--- config.mk ---
export PLATFORM = sky130hd
export DESIGN_NAME = mar_div
export DESIGN_NICKNAME = d
export VERILOG_FILES = /design/src/sv/mar_pkg.sv /design/src/sv/mar_div.sv
export SDC_FILE = /design/constraint.sdc
export NUM_CORES = 1
export LEC_CHECK = 0
export BUFFER_PORTS_ARGS = -buffer_cell sky130_fd_sc_hd__buf_2
export CAP_MARGIN = 20
export CORE_MARGIN = 5
export CORE_UTILIZATION = 40
export DETAILED_ROUTE_END_ITERATION = 10
export PLACE_DENSITY = 0.62
export SYNTH_ARGS = -nofsm -noshare
export SYNTH_HDL_FRONTEND = slang
export SYNTH_SLANG_ARGS = --single-unit
--- constraint.sdc ---
create_clock -name clock -period 8.9 [get_ports clock]
set_clock_uncertainty 0.15 [all_clocks]
set_input_delay 0.445 -clock clock [delete_from_list [all_inputs] [get_ports clock]]
set_output_delay 0.445 -clock clock [all_outputs]
set_load 0.005 [all_outputs]
--- src/sv/mar_pkg.sv ---
`timescale 1ns / 1ps
// ----------------------------------------------------------------------------
// mar_pkg: shared constants for the middle axis reduction block
// Field widths, register indexes and mode codes.
// ----------------------------------------------------------------------------
package mar_pkg;

   localparam int DATA_W          = 32;
   localparam int MODE_W          = 2;
   localparam int DEPTH_W         = 16;
   localparam int COLS_W          = 11;
   localparam int GRP_W           = 16;
   localparam int MAX_COLUMNS_DEF = 1024;

   localparam int CSR_AW  = 5;
   localparam int CSR_DW  = 32;
   localparam int REG_IW  = 3;

   localparam logic [REG_IW-1:0] REG_MODE  = 3'd0;
   localparam logic [REG_IW-1:0] REG_DEPTH = 3'd1;
   localparam logic [REG_IW-1:0] REG_COLS  = 3'd2;
   localparam logic [REG_IW-1:0] REG_GRPS  = 3'd3;
   localparam logic [REG_IW-1:0] REG_BETA  = 3'd4;

   localparam logic [MODE_W-1:0] MODE_SUM  = 2'd0;
   localparam logic [MODE_W-1:0] MODE_MEAN = 2'd1;
   localparam logic [MODE_W-1:0] MODE_ASUM = 2'd2;

endpackage

--- src/sv/mar_div.sv ---
`timescale 1ns / 1ps
// ----------------------------------------------------------------------------
// mar_div: signed by unsigned restoring divider
// One quotient bit per cycle, quotient truncated toward zero.
// ----------------------------------------------------------------------------
module mar_div (
   input  logic                                clock,
   input  logic                                reset,
   input  logic                                start,
   input  logic signed [mar_pkg::DATA_W-1:0]   dividend,
   input  logic        [mar_pkg::DEPTH_W-1:0]  divisor,
   output logic                                done,
   output logic signed [mar_pkg::DATA_W-1:0]   quotient
);
   import mar_pkg::*;

   localparam int CNT_W = $clog2(DATA_W);

   typedef enum logic [1:0] {
      ST_IDLE,
      ST_RUN,
      ST_FIX
   } state_type;

   state_type              state_ff;
   logic [DATA_W-1:0]      mag_ff;
   logic [DATA_W-1:0]      quo_ff;
   logic [DEPTH_W-1:0]     rem_ff;
   logic [DEPTH_W-1:0]     dvs_ff;
   logic                   neg_ff;
   logic [CNT_W-1:0]       cnt_ff;
   logic                   done_ff;
   logic signed [DATA_W-1:0] quotient_ff;

   logic [DEPTH_W:0]       trial_in;
   logic                   ge_in;
   logic [DEPTH_W:0]       diff_in;

   always_comb begin
      trial_in = {rem_ff, mag_ff[DATA_W-1]};
      ge_in    = trial_in >= {1'b0, dvs_ff};
      diff_in  = trial_in - {1'b0, dvs_ff};
   end

   always_ff @(posedge clock) begin
      if (reset) begin
         state_ff <= ST_IDLE;
         done_ff  <= 1'b0;
      end else begin
         done_ff <= (state_ff == ST_FIX);
         case (state_ff)
            ST_IDLE: begin
               if (start) begin
                  mag_ff   <= dividend[DATA_W-1] ? DATA_W'(-dividend) : DATA_W'(dividend);
                  neg_ff   <= dividend[DATA_W-1];
                  dvs_ff   <= divisor;
                  rem_ff   <= '0;
                  quo_ff   <= '0;
                  cnt_ff   <= '0;
                  state_ff <= ST_RUN;
               end
            end
            ST_RUN: begin
               rem_ff <= ge_in ? diff_in[DEPTH_W-1:0] : trial_in[DEPTH_W-1:0];
               quo_ff <= {quo_ff[DATA_W-2:0], ge_in};
               mag_ff <= {mag_ff[DATA_W-2:0], 1'b0};
               cnt_ff <= cnt_ff + CNT_W'(1);
               if (cnt_ff == CNT_W'(DATA_W - 1)) begin
                  state_ff <= ST_FIX;
               end
            end
            ST_FIX: begin
               quotient_ff <= neg_ff ? $signed(-quo_ff) : $signed(quo_ff);
               state_ff    <= ST_IDLE;
            end
            default: begin
               state_ff <= ST_IDLE;
            end
         endcase
      end
   end

   assign done     = done_ff;
   assign quotient = quotient_ff;

   a_done_after_fix: assert property (@(posedge clock) disable iff (reset)
      done_ff |-> $past(state_ff == ST_FIX))
      else $error("divider done without sign fix step");

   a_run_length: assert property (@(posedge clock) disable iff (reset)
      (state_ff == ST_RUN && cnt_ff != CNT_W'(DATA_W - 1)) |=> state_ff == ST_RUN)
      else $error("divider left run early");

   a_no_start_busy: assert property (@(posedge clock) disable iff (reset)
      (start && state_ff == ST_IDLE) |=> state_ff == ST_RUN)
      else $error("divider did not start");

endmodule

# Word-level counts from Yosys, hierarchy flattened
# Index checks and enable logic that the tools add are counted.
[word_totals]
wordCells = 40
output_inout_bits = 33
regBits = 137
[op_classes]
n_reduce_logical = 6
magnitude_cmp = 1
addsub = 4
bitwise_logic = 1
mux = 14
eq_ne = 5
[op_table]
columns = ["op", "n"]
rows = [
  ["32-bit two-way mux", 4],
  ["32-bit one-hot mux with 2 select lines", 2],
  ["32-bit negator", 2],
  ["16-bit two-way mux", 2],
  ["16-bit one-hot mux with 2 select lines", 1],
  ["17-bit by 16-bit >= comparator with 1-bit output", 1],
  ["16-bit subtractor", 1],
  ["5-bit one-hot mux with 2 select lines", 1],
  ["3-bit AND reduction", 2],
  ["5-bit by 1-bit adder with 5-bit output (second input constant)", 1],
  ["5-bit equality test (second input constant)", 1],
  ["5-bit two-way mux", 1],
  ["2-bit two-way mux", 2],
  ["2-bit inequality test (second input constant)", 2],
  ["2-bit one-hot mux with 2 select lines", 1],
  ["2-bit AND reduction", 2],
  ["2-bit by 1-bit equality test with 1-bit output (second input constant)", 1],
  ["2-bit equality test (second input constant)", 1],
  ["2-bit logical NOT", 1],
  ["2-bit nonzero test", 1],
  ["1-bit NOT", 1],
]

# Logic depth before layout (Yosys ltp)
[depth]
word_depth = 4
mapped_depth = 10
depth_no_buf = 9

# Worst setup path after synthesis
# Ideal clock, no wire load.
[synth_path]
path_type = "input port to flip-flop"
startpoint = "input reset"
endpoint = "register cnt_ff[0] (enable)"
path_stages = 1
setup_slack_ns = 1.829
arrival_time_ns = 6.287
setup_ns = 0.634
path_buffers = 0
path_cell_list = "nor3_1"
[synth_via]
elab_chain_len = 2
[synth_rtl]
columns = ["element", "line", "source"]
rows = [
  ["from (decl)", "mar_div.sv:8", "input logic reset,"],
  ["1-bit NOT (no line)", "--", ""],
  ["3-bit AND reduction (no line)", "--", ""],
  ["to (signal assigned)", "mar_div.sv:67", "cnt_ff <= cnt_ff + CNT_W'(1);"],
  ["to (decl)", "mar_div.sv:31", "logic [CNT_W-1:0] cnt_ff;"],
]
# No other way between the ends.
# A chain may end at the register's enable or synchronous reset.

# Worst setup path in the final report
[layout_path]
startpoint = "register rem_ff[8]"
endpoint = "register rem_ff[5], data pin"
[layout_via]
elab_chain_len = 3
[layout_rtl]
columns = ["element", "line", "source"]
rows = [
  ["from (decl)", "mar_div.sv:28", "logic [DEPTH_W-1:0] rem_ff;"],
  ["from (signal assigned)", "mar_div.sv:64", "rem_ff <= ge_in ? diff_in[DEPTH_W-1:0] : trial_in[DEPTH_W-1:0];"],
  ["17-bit by 16-bit >= comparator with 1-bit output", "mar_div.sv:41", "ge_in = trial_in >= {1'b0, dvs_ff};"],
  ["16-bit two-way mux", "mar_div.sv:64", ""],
  ["16-bit one-hot mux with 2 select lines", "mar_div.sv:51", "case (state_ff)"],
]
# No other way between the ends.

==> impl_metrics.json <==
{
  "power.total_mw": 1.61,
  "synth_edf_count": 134,
  "fp.dieW_um": 145,
  "grt_max_degree": 98,
  "final_hold_viol_count": 0,
  "tritoncts": "built",
  "h-tree-depth": 4,
  "hold_class": "in -> reg",
  "cts-root-buf": "clkbuf_16",
  "worstPathRequired_ps": 9020,
  "holdBufCountCts": 0,
  "crit_path_max_fanout": 15,
  "power_leakage_nw": 3.14,
  "endpoint_kind": "flip-flop",
  "synth_cells": 634,
  "final_antenna_net_count": 0,
  "cp.arrival_ps": 3100,
  "final_cell_mix": "edfxtp_1 (134), buf_2 (83), nand2_1 (69), o21ai_0 (47), xnor2_1 (37)",
  "track_usage_pct": 14.1,
  "drt_iter0_markers": 341,
  "nFillCells": 1685,
  "synth_nets": 706,
  "ys_seq_elements": 137,
  "setup_tns_ps": 0,
  "clk_path_buf_depth": 2,
  "slew_viol_final": 0,
  "cts_sinks": 137,
  "critPathLaunchType": "flip-flop",
  "synth.top_cell.area_share_pct": 55.4,
  "path_clk_slew_ps": 60,
  "areaGrowthSynthToFinish_pct": 16.8,
  "area.sequential_mm2": 0.00408,
  "cp_top_family": "simple AND/OR/NAND/NOR gates",
  "start_util_pct": 40.6,
  "cts-resized-gates": 0,
  "grt_pass1_wl_mm": 23.5,
  "slowest_stage": "or4_1",
  "fmax_mhz": 336,
  "ys_types": 60,
  "nets": 790,
  "dr.pass1.iters": 5,
  "path_buf_inv": 0,
  "drive_above_1_share_pct": 19.2,
  "tightest_slew_ps": 941,
  "path_cells": "ha_1 > nand4_1 > nor4_2 > nor2_1 > a21o_1 > or4_1 > a21oi_1",
  "antenna_found_initial": 0,
  "yosysWarnings": 0,
  "port_buffers": 83,
  "multi_input_area_mm2": 0.00301,
  "ys_dominant_reg_cell": "edfxtp_1",
  "rows": 49,
  "routabilityCongestion": 0.851,
  "ir_drop_mv": 0.142,
  "grt_overflow": 0,
  "wl_per_cell_um": 14.8,
  "setup.worst_path.class": "reg -> reg",
  "cap_violations": 0,
  "power.density_mw_per_mm2": 190,
  "drc": 0,
  "insertion_delay_ps": 420,
  "slowest_delay_ps": 600,
  "grt_pass1_vias": 4972,
  "place.detailed.hpwl_mm": 9.75,
  "cts_inserted_buffers": 17,
  "rsz0062_at_grt": "no",
  "n_antenna_cell": 0,
  "cts_post_setup_buffers_inserted": 0,
  "syn_area_mm2": 0.00726,
  "synthArstFlopShare_pct": 0,
  "max-slew-margin-rel_pct": 37.3,
  "vias": 5089,
  "synth.avg_cell_area_um2": 11.5,
  "finalCriticalPeriod_ps": 2980,
  "stdcell_count": 960,
  "yosys.area.top_type": "edfxtp_1",
  "synthTopCellsByArea": "edfxtp_1 (55%), xnor2_1 (4.5%), xor2_1 (3.7%)",
  "coreArea_mm2": 0.0179,
  "dp_cells": 927,
  "utilization_pct": 47.4,
  "setup_violations": 0,
  "ys_seq_area_share_pct": 56.2,
  "status": "completed",
  "die_y_um": 145,
  "final_common_cell": "edfxtp_1",
  "wl_mm": 14.3,
  "post-route-period-util_pct": 33.4,
  "io_pins": 84,
  "dieArea_mm2": 0.0209,
  "vias_per_cell": 5.30
}
-- worst paths after layout --
| check | cells after the start | from | slack (ps) | endpoint |
|---|---|---|---|---|
| setup / recovery | 7 | rem_ff[8] | 5920 | rem_ff[5] |
| hold / removal | 1 | divisor[4] | 50 | dvs_ff[4] |
| setup reg to reg | 7 | rem_ff[8] | 5920 | rem_ff[5] |
| hold reg to reg | 2 | mag_ff[0] | 370 | mag_ff[1] |
-- logic make-up (layout without fill, tap and decap cells) --
group           count (synthesis)  after routing  synth area share [%]
buf+inv                        50            147                  2.64
fa+ha+maj                      21             21                  3.72
compound gates                152            152                  13.7
xor+xnor                       68             68                  8.20
simple gates                  204            204                  15.2
mux                             2              2                 0.276
flops                         137            137                  56.2
-- area by class of cell --
cell class                      count  share of cell area, %
Multi-Input combinational cell    447                   35.5
Clock buffer                       21                   5.19
Inverter                           26                   1.15
Clock inverter                     11                  0.959
Sequential cell                   137                   48.2
Timing Repair Buffer               89                   5.67
Tap cell                          229                   3.38
-- synth_stat cells (all sizes together), types with 4 or more instances --
cell    count
and3        5
nand2      69
and2       31
xnor2      37
o21ai      62
ha         20
nor2       19
nand2b      6
o31ai      18
a21o        5
o41ai       9
buf         8
clkbuf     16
or3         9
nor3       13
xor2       31
nor4        6
nor2b       4
inv        26
or4         7
nand3      18
edfxtp    134
a21oi      25
a31oi       7
-- state kept, by name, indices dropped and copies added (netlist names) --
name	cells
dvs_ff	16
mag_ff	32
cnt_ff	5
state_ff	2
done	1
quo_ff	32
rem_ff	16
neg_ff	1
quotient	32
-- per-stage QoR --
step	setup WS (ps)	area (um^2)	hold WS [ps]
detailed placement	5960	7930	356
finish	5920	8480	53.9
global route	5750	8480	26.8
CTS	5940	8450	32.3
floorplan	1830	7260	327
global placement	6130	7930	351
-- metal layers --
metal	GRT usage, %	up-vias	routed length, um
met5	0	-	0
met3	3.65	29	677
met4	6.28	0	339
met1	18.4	2419	6590
li1	-	2520	-
met2	22.4	121	6640
-- where the power goes --
part	switching, mW	internal, mW	leakage [nW]
Combinational	0.122	0.0834	1.59
Clock	0.252	0.377	0.253
Sequential	0.0215	0.755	1.30
No activity file was read; power rests on OpenSTA's default activity.
